==> src/rtl/bpc_pkg.sv <==
// Shared types, constants and helpers for the barometric compensation unit.
// No dependencies; used by every module in rtl/.
package bpc_pkg;

  localparam int CalcWidth = 64;
  localparam int CfgIdxWidth = 2;

  localparam logic [CfgIdxWidth-1:0] CFG_TEMP_CAL = 2'd0;
  localparam logic [CfgIdxWidth-1:0] CFG_PRESS_A  = 2'd1;
  localparam logic [CfgIdxWidth-1:0] CFG_PRESS_B  = 2'd2;
  localparam logic [CfgIdxWidth-1:0] CFG_PRESS_C  = 2'd3;

  localparam logic [63:0] FineOffset = 64'd128000;
  localparam logic [63:0] PressBase  = 64'd1048576;
  localparam logic [63:0] PressScale = 64'd3125;
  localparam logic [63:0] P1Bias     = 64'd1 << 47;

  typedef enum logic [2:0] {
    S_IDLE,
    S_RUN,
    S_WAIT,
    S_DONE
  } bpc_state_t;

  typedef enum logic [3:0] {
    ST_T1, ST_T2, ST_T3,
    ST_P1, ST_P2, ST_P3, ST_P4, ST_P5, ST_P6,
    ST_P7, ST_P8, ST_P9, ST_P10, ST_P11, ST_PFIN
  } bpc_step_t;

  function automatic logic [63:0] sx16(input logic [15:0] v);
    return {{48{v[15]}}, v};
  endfunction

  function automatic logic [63:0] sx32(input logic [31:0] v);
    return {{32{v[31]}}, v};
  endfunction

endpackage

==> src/rtl/bpc_mul.sv <==
// Bit-serial shift-add multiplier, product modulo 2^W, one multiplier bit per cycle.
// Depends on bpc_pkg.
module bpc_mul import bpc_pkg::*; #(
  parameter int W = CalcWidth
) (
  input  logic         clk,
  input  logic         rst,
  input  logic         start,
  input  logic [W-1:0] a,
  input  logic [W-1:0] b,
  output logic         done,
  output logic [W-1:0] prod
);

  localparam int CntW = $clog2(W);
  localparam logic [CntW-1:0] LastCnt = CntW'(W - 1);

  logic [W-1:0]    acc;
  logic [W-1:0]    ma;
  logic [W-1:0]    mb;
  logic [CntW-1:0] cnt;
  logic            busy;

  always_ff @(posedge clk) begin
    if (rst) begin
      busy <= 1'b0;
      done <= 1'b0;
    end else begin
      done <= busy && !start && (cnt == LastCnt);
      if (start) begin
        busy <= 1'b1;
      end else if (busy && cnt == LastCnt) begin
        busy <= 1'b0;
      end
    end
  end

  always_ff @(posedge clk) begin
    if (start) begin
      acc <= '0;
      ma  <= a;
      mb  <= b;
      cnt <= '0;
    end else if (busy) begin
      if (mb[0]) begin
        acc <= acc + ma;
      end
      ma  <= {ma[W-2:0], 1'b0};
      mb  <= {1'b0, mb[W-1:1]};
      cnt <= cnt + 1'b1;
    end
  end

  assign prod = acc;

endmodule

==> src/rtl/bpc_div.sv <==
// Restoring signed divider, truncates toward zero, one quotient bit per cycle.
// Depends on bpc_pkg. Divisor must be nonzero.
module bpc_div import bpc_pkg::*; #(
  parameter int W = CalcWidth
) (
  input  logic         clk,
  input  logic         rst,
  input  logic         start,
  input  logic [W-1:0] dividend,
  input  logic [W-1:0] divisor,
  output logic         done,
  output logic [W-1:0] quotient
);

  localparam int CntW = $clog2(W);
  localparam logic [CntW-1:0] LastCnt = CntW'(W - 1);

  logic [W-1:0]    rem;
  logic [W-1:0]    quo;
  logic [W-1:0]    mag_b;
  logic [CntW-1:0] cnt;
  logic            busy;
  logic            fix;
  logic            neg;
  logic [W:0]      trial;
  logic [W:0]      diff;

  assign trial = {rem, quo[W-1]};
  assign diff  = trial - {1'b0, mag_b};

  always_ff @(posedge clk) begin
    if (rst) begin
      busy <= 1'b0;
      fix  <= 1'b0;
      done <= 1'b0;
    end else begin
      done <= fix && !start;
      fix  <= busy && !start && (cnt == LastCnt);
      if (start) begin
        busy <= 1'b1;
      end else if (busy && cnt == LastCnt) begin
        busy <= 1'b0;
      end
    end
  end

  always_ff @(posedge clk) begin
    if (start) begin
      rem   <= '0;
      quo   <= dividend[W-1] ? (~dividend + 1'b1) : dividend;
      mag_b <= divisor[W-1] ? (~divisor + 1'b1) : divisor;
      neg   <= dividend[W-1] ^ divisor[W-1];
      cnt   <= '0;
    end else if (busy) begin
      if (!diff[W]) begin
        rem <= diff[W-1:0];
      end else begin
        rem <= trial[W-1:0];
      end
      quo <= {quo[W-2:0], ~diff[W]};
      cnt <= cnt + 1'b1;
    end else if (fix && neg) begin
      quo <= ~quo + 1'b1;
    end
  end

  assign quotient = quo;

endmodule

==> src/rtl/baro_temp_pressure_compensation_unit.sv <==
// Barometric temperature / pressure compensation, integer fixed-point scheme.
// Sequencer over a shared serial multiplier (bpc_mul) and divider (bpc_div);
// depends on bpc_pkg.
//
// Usage:
//  - Input request (in_valid/in_ready): operation, raw_temperature,
//    raw_pressure. in_ready is high only while the sequencer is idle.
//  - Output request (out_valid/out_ready): temperature_centi,
//    pressure_q24_8, divide_guard, held in an output register.
//  - Calibration: cfg_write/cfg_index/cfg_data, written while idle.
//  - Every multiply and the divide are bit-serial. A temperature request
//    takes three multiplies. A pressure request also recomputes the fine
//    temperature first when none is held (fine is zero); with a zero
//    divisor it stops before the divide.
//  - The serial multiplier bounds throughput: one request at a time.
//  - A new request is taken while the previous result waits in the output
//    register; the next result waits in the sequencer until it drains.
//  - Synchronous reset clears calibration, the fine temperature and the
//    state, valid and busy flags (not the step register); no clearing pass.
module baro_temp_pressure_compensation_unit import bpc_pkg::*; (
  input  logic                   clk,
  input  logic                   rst,
  input  logic                   in_valid,
  output logic                   in_ready,
  input  logic                   operation,
  input  logic [19:0]            raw_temperature,
  input  logic [19:0]            raw_pressure,
  output logic                   out_valid,
  input  logic                   out_ready,
  output logic signed [31:0]     temperature_centi,
  output logic [31:0]            pressure_q24_8,
  output logic                   divide_guard,
  input  logic                   cfg_write,
  input  logic [CfgIdxWidth-1:0] cfg_index,
  input  logic [63:0]            cfg_data
);

  logic [47:0] temp_cal;
  logic [63:0] press_a;
  logic [63:0] press_b;
  logic [15:0] press_c;

  bpc_state_t state, state_next;
  bpc_step_t  step;

  logic        op;
  logic [19:0] rt;
  logic [19:0] rp;
  logic [31:0] fine;
  logic [31:0] ta;
  logic [31:0] tb;
  logic [63:0] v1;
  logic [63:0] v2;
  logic [63:0] m4;
  logic [63:0] pr;
  logic [31:0] press;
  logic        guard;

  logic        mul_start, div_start;
  logic [63:0] mul_a, mul_b;
  logic        mul_done, div_done;
  logic [63:0] prod, quo;
  logic        unit_done;
  logic        finish;

  logic [63:0] t1, t2, t3;
  logic [63:0] p1, p2, p3, p4, p5, p6, p7, p8, p9;
  logic [31:0] d1, d2;
  logic [63:0] v1_init;
  logic [63:0] p_shift;
  logic [63:0] pr_sc;
  logic [63:0] v1_scaled;
  logic [31:0] tc_sum;
  logic        accept;
  logic        room;

  assign t1 = {48'd0, temp_cal[15:0]};
  assign t2 = sx16(temp_cal[31:16]);
  assign t3 = sx16(temp_cal[47:32]);
  assign p1 = {48'd0, press_a[15:0]};
  assign p2 = sx16(press_a[31:16]);
  assign p3 = sx16(press_a[47:32]);
  assign p4 = sx16(press_a[63:48]);
  assign p5 = sx16(press_b[15:0]);
  assign p6 = sx16(press_b[31:16]);
  assign p7 = sx16(press_b[47:32]);
  assign p8 = sx16(press_b[63:48]);
  assign p9 = sx16(press_c);

  assign d1      = {15'd0, rt[19:3]} - {15'd0, temp_cal[15:0], 1'b0};
  assign d2      = {16'd0, rt[19:4]} - {16'd0, temp_cal[15:0]};
  assign v1_init = sx32(fine) - FineOffset;
  assign p_shift = (PressBase - {44'd0, rp}) << 31;
  assign pr_sc   = 64'($signed(pr) >>> 13);
  assign v1_scaled = 64'($signed(prod) >>> 33);
  assign tc_sum  = {fine[29:0], 2'b00} + fine + 32'd128;

  assign accept    = in_valid && in_ready;
  assign room      = !out_valid || out_ready;
  assign in_ready  = (state == S_IDLE);
  assign unit_done = mul_done || div_done;

  // calibration registers
  always_ff @(posedge clk) begin
    if (rst) begin
      temp_cal <= '0;
      press_a  <= '0;
      press_b  <= '0;
      press_c  <= '0;
    end else if (cfg_write) begin
      case (cfg_index)
        CFG_TEMP_CAL: temp_cal <= cfg_data[47:0];
        CFG_PRESS_A:  press_a  <= cfg_data;
        CFG_PRESS_B:  press_b  <= cfg_data;
        CFG_PRESS_C:  press_c  <= cfg_data[15:0];
        default:      ;
      endcase
    end
  end

  // operand selection for the current step
  always_comb begin
    mul_a     = '0;
    mul_b     = '0;
    mul_start = 1'b0;
    div_start = 1'b0;
    if (state == S_RUN) begin
      mul_start = 1'b1;
      case (step)
        ST_T1:   begin mul_a = sx32(d1); mul_b = t2; end
        ST_T2:   begin mul_a = sx32(d2); mul_b = sx32(d2); end
        ST_T3:   begin mul_a = sx32(tb); mul_b = t3; end
        ST_P1:   begin mul_a = v1_init; mul_b = v1_init; end
        ST_P2:   begin mul_a = m4; mul_b = p6; end
        ST_P3:   begin mul_a = v1; mul_b = p5; end
        ST_P4:   begin mul_a = m4; mul_b = p3; end
        ST_P5:   begin mul_a = v1; mul_b = p2; end
        ST_P6:   begin mul_a = P1Bias + v1; mul_b = p1; end
        ST_P7:   begin mul_a = p_shift - v2; mul_b = PressScale; end
        ST_P8:   begin mul_start = 1'b0; div_start = 1'b1; end
        ST_P9:   begin mul_a = p9; mul_b = pr_sc; end
        ST_P10:  begin mul_a = m4; mul_b = pr_sc; end
        ST_P11:  begin mul_a = p8; mul_b = pr; end
        ST_PFIN: mul_start = 1'b0;
        default: mul_start = 1'b0;
      endcase
    end
  end

  // request ends on a unit result: temperature done, or zero divisor (pressure ends at ST_PFIN)
  always_comb begin
    case (step)
      ST_T3:   finish = !op;
      ST_P6:   finish = (v1_scaled == '0);
      default: finish = 1'b0;
    endcase
  end

  always_ff @(posedge clk) begin
    if (rst) begin
      state <= S_IDLE;
    end else begin
      state <= state_next;
    end
  end

  always_comb begin
    state_next = state;
    case (state)
      S_IDLE: if (in_valid) state_next = S_RUN;
      S_RUN:  state_next = (step == ST_PFIN) ? S_DONE : S_WAIT;
      S_WAIT: if (unit_done) state_next = finish ? S_DONE : S_RUN;
      S_DONE: if (room) state_next = S_IDLE;
      default: state_next = S_IDLE;
    endcase
  end

  // fine temperature is state
  always_ff @(posedge clk) begin
    if (rst) begin
      fine <= '0;
    end else if (state == S_WAIT && unit_done && step == ST_T3) begin
      fine <= ta + 32'($signed(prod[31:0]) >>> 14);
    end
  end

  // datapath writeback and step sequencing
  always_ff @(posedge clk) begin
    if (accept) begin
      op    <= operation;
      rt    <= raw_temperature;
      rp    <= raw_pressure;
      press <= '0;
      guard <= 1'b0;
      step  <= (!operation || fine == '0) ? ST_T1 : ST_P1;
    end else if (state == S_RUN) begin
      if (step == ST_P1) begin
        v1 <= v1_init;
      end
      if (step == ST_PFIN) begin
        press <= 32'(64'($signed(pr + v2) >>> 8) + (p7 << 4));
      end
    end else if (state == S_WAIT && unit_done) begin
      case (step)
        ST_T1:  begin ta <= 32'($signed(prod[31:0]) >>> 11); step <= ST_T2; end
        ST_T2:  begin tb <= 32'($signed(prod[31:0]) >>> 12); step <= ST_T3; end
        ST_T3:  step <= ST_P1;
        ST_P1:  begin m4 <= prod; step <= ST_P2; end
        ST_P2:  begin v2 <= prod; step <= ST_P3; end
        ST_P3:  begin v2 <= v2 + (prod << 17) + (p4 << 35); step <= ST_P4; end
        ST_P4:  begin m4 <= 64'($signed(prod) >>> 8); step <= ST_P5; end
        ST_P5:  begin v1 <= m4 + (prod << 12); step <= ST_P6; end
        ST_P6: begin
          v1 <= v1_scaled;
          if (v1_scaled == '0) begin
            guard <= 1'b1;
          end
          step <= ST_P7;
        end
        ST_P7:  begin m4 <= prod; step <= ST_P8; end
        ST_P8:  begin pr <= quo; step <= ST_P9; end
        ST_P9:  begin m4 <= prod; step <= ST_P10; end
        ST_P10: begin v1 <= 64'($signed(prod) >>> 25); step <= ST_P11; end
        ST_P11: begin v2 <= 64'($signed(prod) >>> 19) + v1; step <= ST_PFIN; end
        default: step <= ST_PFIN;
      endcase
    end
  end

  // output register
  always_ff @(posedge clk) begin
    if (rst) begin
      out_valid <= 1'b0;
    end else if (state == S_DONE && room) begin
      out_valid <= 1'b1;
    end else if (out_ready) begin
      out_valid <= 1'b0;
    end
  end

  always_ff @(posedge clk) begin
    if (state == S_DONE && room) begin
      temperature_centi <= $signed(tc_sum) >>> 8;
      pressure_q24_8    <= press;
      divide_guard      <= guard;
    end
  end

  bpc_mul #(.W(CalcWidth)) u_mul (
    .clk   (clk),
    .rst   (rst),
    .start (mul_start),
    .a     (mul_a),
    .b     (mul_b),
    .done  (mul_done),
    .prod  (prod)
  );

  bpc_div #(.W(CalcWidth)) u_div (
    .clk      (clk),
    .rst      (rst),
    .start    (div_start),
    .dividend (m4),
    .divisor  (v1),
    .done     (div_done),
    .quotient (quo)
  );

endmodule

==> config.mk <==
export PLATFORM = sky130hd
export DESIGN_NAME = baro_temp_pressure_compensation_unit
export DESIGN_NICKNAME = d
export VERILOG_FILES = /design/src/rtl/bpc_pkg.sv /design/src/rtl/bpc_mul.sv /design/src/rtl/bpc_div.sv /design/src/rtl/baro_temp_pressure_compensation_unit.sv
export SDC_FILE = /design/constraint.sdc
export NUM_CORES = 2
export LEC_CHECK = 0
export CORE_ASPECT_RATIO = 1.25
export CORE_MARGIN = 10
export CORE_UTILIZATION = 45
export DETAILED_ROUTE_END_ITERATION = 16
export DONT_BUFFER_PORTS = 1
export GPL_ROUTABILITY_DRIVEN = 1
export PLACE_DENSITY = 0.6
export SYNTH_ARGS = -nofsm -noshare
export SYNTH_HDL_FRONTEND = slang
export SYNTH_SLANG_ARGS = --single-unit
==> constraint.sdc <==
create_clock -name clk -period 6.5 [get_ports clk]
set_input_delay 0.325 -clock clk [delete_from_list [all_inputs] [get_ports clk]]
set_output_delay 0.325 -clock clk [all_outputs]
set_load 0.01 [all_outputs]
-- Word level (Yosys, flattened, before mapping)
Index checks and enable logic that the tools add are counted.
- bitwise logic cells: 7
- equality and inequality tests: 27
- reductions and logical operators: 55
- mux-type cells: 42
- add/sub/neg operators: 22
- operators by type and width (cell ; number):
    $mux 64 ; 14
    $pmux 64 s12 ; 1
    $pmux 64 s10 ; 1
    $pmux 64 s3 ; 2
    $add 64x64->64 ; 5
    $add 64x1->64 const B ; 3
    $not 64->64 ; 3
    $pmux 64 s2 ; 1
    $sub 65x64->65 ; 1
    $add 48x64->64 const A ; 1
    $logic_not 64->1 ; 1
    $sub 64x64->64 ; 1
    $mux 63 ; 1
    $pmux 4 s13 ; 1
    $add 40x40->40 ; 1
    $add 32x20->32 ; 1
    $add 32x8->32 const B ; 1
    $logic_not 32->1 ; 1
    $eq 4x4->1 const B ; 7
    $reduce_and 4->1 ; 7
    $add 24x22->25 ; 1
    $sub 22x18->23 const B ; 1
    $add 21x18->22 ; 1
    $sub 21x20->22 const A ; 1
    other kinds (35) ; 95
- output and inout bits: 67
- register bits: 1052
- logic and storage cells: 190
- bits of input ports: 112

-- Longest topological paths before layout
- depth after elaboration: 7
- depth in mapped cells: 28
- mapped depth without buffers: 28

-- Hierarchy
Synthesis repeated with hierarchy kept, for this count alone.
- cell total of the unflattened synthesis: 8068
- area total of the unflattened synthesis: 71922.7 µm²
- by module, submodules not included (module ; cells an instance ; area each (µm²) ; seq. area each (µm²) ; instances):
    baro_temp_pressure_compensation_unit ; 4953 ; 44188.6 ; 16896.2 ; 1
    bpc_div ; 1962 ; 15921.5 ; 5335.1 ; 1
    bpc_mul ; 1153 ; 11812.6 ; 5285.1 ; 1

-- Worst setup path after synthesis
Ideal clock, no wire load.
- kind: flip-flop to flip-flop
- start: reg step[1]
- end: reg v1[0], enable pin
- stages on the path, launching flop included: 6
- required time: 5.926 ns
- path buffers: 3
- arrival: 5.796 ns
- setup slack: 0.130 ns
- period minus slack after synthesis: 6.370 ns
- cell sequence: edfxtp_1 > clkbuf_1 > clkbuf_1 > nand3_1 > clkbuf_1 > o21ai_0
- longest elaborated chain between the ends: 3
- elaborated cells on any way between the ends: 7
- RTL lines (item ; RTL line ; text):
    start, declared ; baro_temp_pressure_compensation_unit.sv:44 ; bpc_step_t step;
    start signal, assigned ; baro_temp_pressure_compensation_unit.sv:195 ; step <= (!operation || fine == '0) ? ST_T1 : ST_P1;
    $eq 4x2->1 (tied with other cells) ; baro_temp_pressure_compensation_unit.sv:197 ; if (step == ST_P1) begin
    $ne 2x1->1 (no source line) or $reduce_bool 4->1 (tied branches) ; - ;
    $reduce_and 4->1 (no source line) * ; - ;
    end signal, assigned ; baro_temp_pressure_compensation_unit.sv:198 ; v1 <= v1_init;
    end signal, assigned ; baro_temp_pressure_compensation_unit.sv:214 ; v1 <= v1_scaled;
    end, declared ; baro_temp_pressure_compensation_unit.sv:52 ; logic [63:0] v1;
Every way passes the cells marked *; elsewhere a longest branch is shown, timed or not.
A chain may end at the register's enable or synchronous reset.

-- Final worst setup path
- start: reg v2[3]
- end: reg press[31]
- longest elaborated chain between the ends: 2
- RTL lines (item ; RTL line ; text):
    start, declared ; baro_temp_pressure_compensation_unit.sv:53 ; logic [63:0] v2;
    start signal, assigned ; baro_temp_pressure_compensation_unit.sv:209 ; ST_P2: begin v2 <= prod; step <= ST_P3; end
    start signal, assigned ; baro_temp_pressure_compensation_unit.sv:210 ; ST_P3: begin v2 <= v2 + (prod << 17) + (p4 << 35); step <= ST_P4; end
    start signal, assigned ; baro_temp_pressure_compensation_unit.sv:224 ; ST_P11: begin v2 <= 64'($signed(prod) >>> 19) + v1; step <= ST_PFIN; end
    $add 40x40->40 ; baro_temp_pressure_compensation_unit.sv:201 ; press <= 32'(64'($signed(pr + v2) >>> 8) + (p7 << 4));
    $add 32x20->32 ; baro_temp_pressure_compensation_unit.sv:201 ;
    end signal, assigned ; baro_temp_pressure_compensation_unit.sv:201 ;
    end, declared ; baro_temp_pressure_compensation_unit.sv:56 ; logic [31:0] press;
No other way between the ends.

==> impl_metrics.env <==
export IMPL_status="complete, but fails checks"
export IMPL_violations="slew limit"
export IMPL_synth_mux_area_frac=0.01348
export IMPL_syn_area_per_cell_um2=8.835
export IMPL_power_switching_w=0.01081
export IMPL_place_ws_ps=480.5
export IMPL_chipHeight_um=460.6
export IMPL_num_io_pins=179
export IMPL_arrival_ps=6560
export IMPL_switching_share=0.4034
export IMPL_vdd_ir_drop_max_mv=0.2556
export IMPL_ys_top_cells_by_count="nand2_1 (1028), a21oi_1 (931), edfxtp_1 (653), nor2_1 (603), ha_1 (461)"
export IMPL_cts_tree="yes"
export IMPL_syn_num_nets=8518
export IMPL_gp_congestion=1.021
export IMPL_overflow=0
export IMPL_max_slew_margin=-0.01668
export IMPL_avgRoutedWirePerCell_um=27.89
export IMPL_tns_ps=0
export IMPL_rsz0062_at_grt="no"
export IMPL_cp_data_required_time_ps=7160
export IMPL_cts_buffer_depth=3
export IMPL_min_period_ps=5903
export IMPL_fp_dieW_um=372.5
export IMPL_tightest_slew_ps=1525
export IMPL_die_area_mm2=0.1715
export IMPL_final_area_mm2=0.07772
export IMPL_synth_enable_flop_cells=653
export IMPL_p_leak_nw=30.03
export IMPL_synth_top_family_by_area="compound AO/OA/AOI/OAI gates"
export IMPL_grt_total_usage=0.3151
export IMPL_syn_inst=7909
export IMPL_postCtsSetupBuffers=0
export IMPL_yosysSeqAreaShare=0.3938
export IMPL_dr_first_iter_drc_count=8110
export IMPL_drv_cap=0
export IMPL_synth_fa_ha_area_frac=0.09286
export IMPL_drt_wl_total_um=280100
export IMPL_first_global_vias=59940
export IMPL_drtAntennaViolNets=0
export IMPL_ys_types=97
export IMPL_root_buffer="clkbuf_16"
export IMPL_start_util=0.4534
export IMPL_synth_area_leaders="edfxtp_1 (28%), dfxtp_1 (11%), ha_1 (8.3%)"
export IMPL_synth_top_cell_area_share=0.2806
export IMPL_num_rows=161
export IMPL_cpMaxStageDelayCell="edfxtp_1"
export IMPL_worstHoldPathType="in2reg"
export IMPL_hpwl_um=210800
export IMPL_via_per_inst=6.354
export IMPL_synthSimpleGateAreaFrac=0.1602
export IMPL_setup_viol=0
export IMPL_dpl_instance_area_mm2=0.07244
export IMPL_hold_viol_final=0
export IMPL_route_detailed_drc=0
export IMPL_timing_fmax_mhz=169.4
export IMPL_core_area_mm2=0.1541
export IMPL_yosysTopAreaCell="edfxtp_1"
export IMPL_critical_path_max_stage_delay_ps=510
export IMPL_grt_first_pass_wirelength_um=405200
export IMPL_drive_above_1_share=0.06740
export IMPL_stdcell_count=10040
export IMPL_drtPass1Iterations=8
export IMPL_clkLatencyLatePin_ps=820
export IMPL_timing_final_ws_setup_ps=596.9
export IMPL_yosysMostFrequentCell="nand2_1"
export IMPL_worstSetupEndpointType="flip-flop"
export IMPL_fin_skew_ps=94.93
export IMPL_yosysWarnings=0
export IMPL_synth_flop_cell="edfxtp_1"
export IMPL_synth_xor_xnor_area_share=0.07395
export IMPL_grt_max_degree=223
export IMPL_p_comb_frac=0.411
export IMPL_clk_pin_slew_ps=70
export IMPL_numCtsBuffers=114
export IMPL_cts_sinks=1048
export IMPL_htree_levels=3
export IMPL_crit_path_max_fanout=6
export IMPL_maxSlewViolCount=1
export IMPL_path_class="reg2reg"
export IMPL_synth_compound_area_share=0.2292
export IMPL_syn_area_mm2=0.06988
export IMPL_placedCellCount=9708
export IMPL_port_buffers=0
export IMPL_ys_ff_latch=1048
export IMPL_period_share=0.9082
export IMPL_pwr_share_seq=0.325
export IMPL_synthArstFlopShare=0
export IMPL_powerDensity_mw_per_mm2=344.8
export IMPL_fin_nets=8504
export IMPL_antenna_found_initial=24
export IMPL_num_vias=63820
export IMPL_pwr_share_clk=0.265
export IMPL_internal_power_w=0.01599
export IMPL_areaGrowthSynthToFinish_pct=11.23
export IMPL_start_kind="flip-flop"
-- stage by stage --
step / hold slack (ps) / util / total power (W)
after CTS: 35.02 / 0.5041 / 0.02658
after detailed placement: 413.0 / 0.4701 / 0.01934
final: 85.79 / 0.5044 / 0.02680
after global routing: 106.4 / 0.5042 / 0.02805
after floorplan: 403.0 / - / 0.01583
after global placement: 413.9 / 0.4701 / 0.01930
-- per-layer routing --
metal  vias up  share of wire  routed length (µm)  GRT usage
met2      3144           0.44              122700     0.4859
li1      29120              -                   -          -
met4        20          0.058               16270     0.1590
met5         -        0.00052                 146          0
met3       708           0.11               29910    0.07987
met1     30830           0.40              111000     0.4064
-- kinds of logic (layout without fill, tap and decap cells) --
kind of cell	Yosys count	after routing
flip-flops	1048	1048
buffers and inverters	669	757
AND/OR/NAND/NOR	2475	2475
adder cells (fa/ha/maj)	497	497
multiplexers	87	87
XOR/XNOR	590	590
AO/OA/AOI/OAI	2543	2543
other	0	10
-- final cells by class --
type / instances / area, µm²
antenna: 10 / 25.02
clock buffer: 165 / 3628
clock inverter: 53 / 519.2
fill: 14620 / 76380
inverter: 251 / 945.9
multi-input combinational: 6192 / 40040
sequential: 1048 / 27520
tap: 2037 / 2549
timing repair buffer: 288 / 2500
-- layout by cell type (no fill, tap or decap), types with 36 or more instances in the layout --
| cell type | n |
|---|---|
| buf_4 | 176 |
| mux2_2 | 56 |
| xnor2_1 | 354 |
| a21o_1 | 227 |
| nand2b_1 | 55 |
| edfxtp_1 | 653 |
| o21ai_1 | 72 |
| inv_1 | 246 |
| dfxtp_1 | 394 |
| nor3_1 | 138 |
| a211oi_1 | 70 |
| and3_1 | 53 |
| dlygate4sd3_1 | 107 |
| xor2_1 | 234 |
| clkbuf_16 | 133 |
| nand3_1 | 169 |
| nor2b_1 | 64 |
| o31ai_1 | 60 |
| or3_1 | 69 |
| fa_1 | 36 |
| o21a_1 | 62 |
| nor2_1 | 592 |
| o21ai_0 | 407 |
| ha_1 | 461 |
| a222oi_1 | 48 |
| a22oi_1 | 130 |
| nand4_1 | 88 |
| nor4_1 | 44 |
| o21bai_1 | 63 |
| a221oi_1 | 62 |
| o211ai_1 | 47 |
| a31oi_1 | 101 |
| a21oi_1 | 931 |
| nand2_1 | 1025 |
-- critical path: cells and delay by family, from the launching register on --
kind / cells / cell delay, ps
AOI/OAI and AO/OA: 15 / 3140
and+or+nand+nor: 4 / 760
adders and majority gates: 2 / 700
DFF: 1 / 510
xor gates and xnor gates: 3 / 460
buffers and inverters: 1 / 170
-- path summary, 6_finish.rpt --
check | start | endpoint | slack [ps] | cells past startpoint
setup / recovery | v2[3] | press[31] | 600 | 25
hold / removal | cfg_index[1] | temp_cal[2] | 90 | 4
setup reg to reg | v2[3] | press[31] | 600 | 25
hold reg to reg | press[14] | pressure_q24_8[14] | 430 | 0
-- timing repair --
| action | 4_1_cts | 5_1_grt |
|---|---|---|
| hold buffers | 108 | 0 |
| resized for setup | 0 | 2 |
| setup endpoints to repair | 0 | 1 |
| endpoints found under the hold margin | 278 | 0 |
-- power by group through the flow --
| stage | sequential (W) | combinational (W) | clock (W) |
|---|---|---|---|
| 4_1_cts | 0.00864 | 0.0107 | 0.00719 |
| 5_1_grt | 0.00870 | 0.0119 | 0.00743 |
| 3_3_place_gp | 0.00877 | 0.0105 | 0 |
| 2_1_floorplan | 0.00846 | 0.00737 | 0 |
| 3_5_place_dp | 0.00878 | 0.0106 | 0 |
| 6_report | 0.00870 | 0.0110 | 0.00709 |
Note: power is estimated with default switching activity, not from simulation.
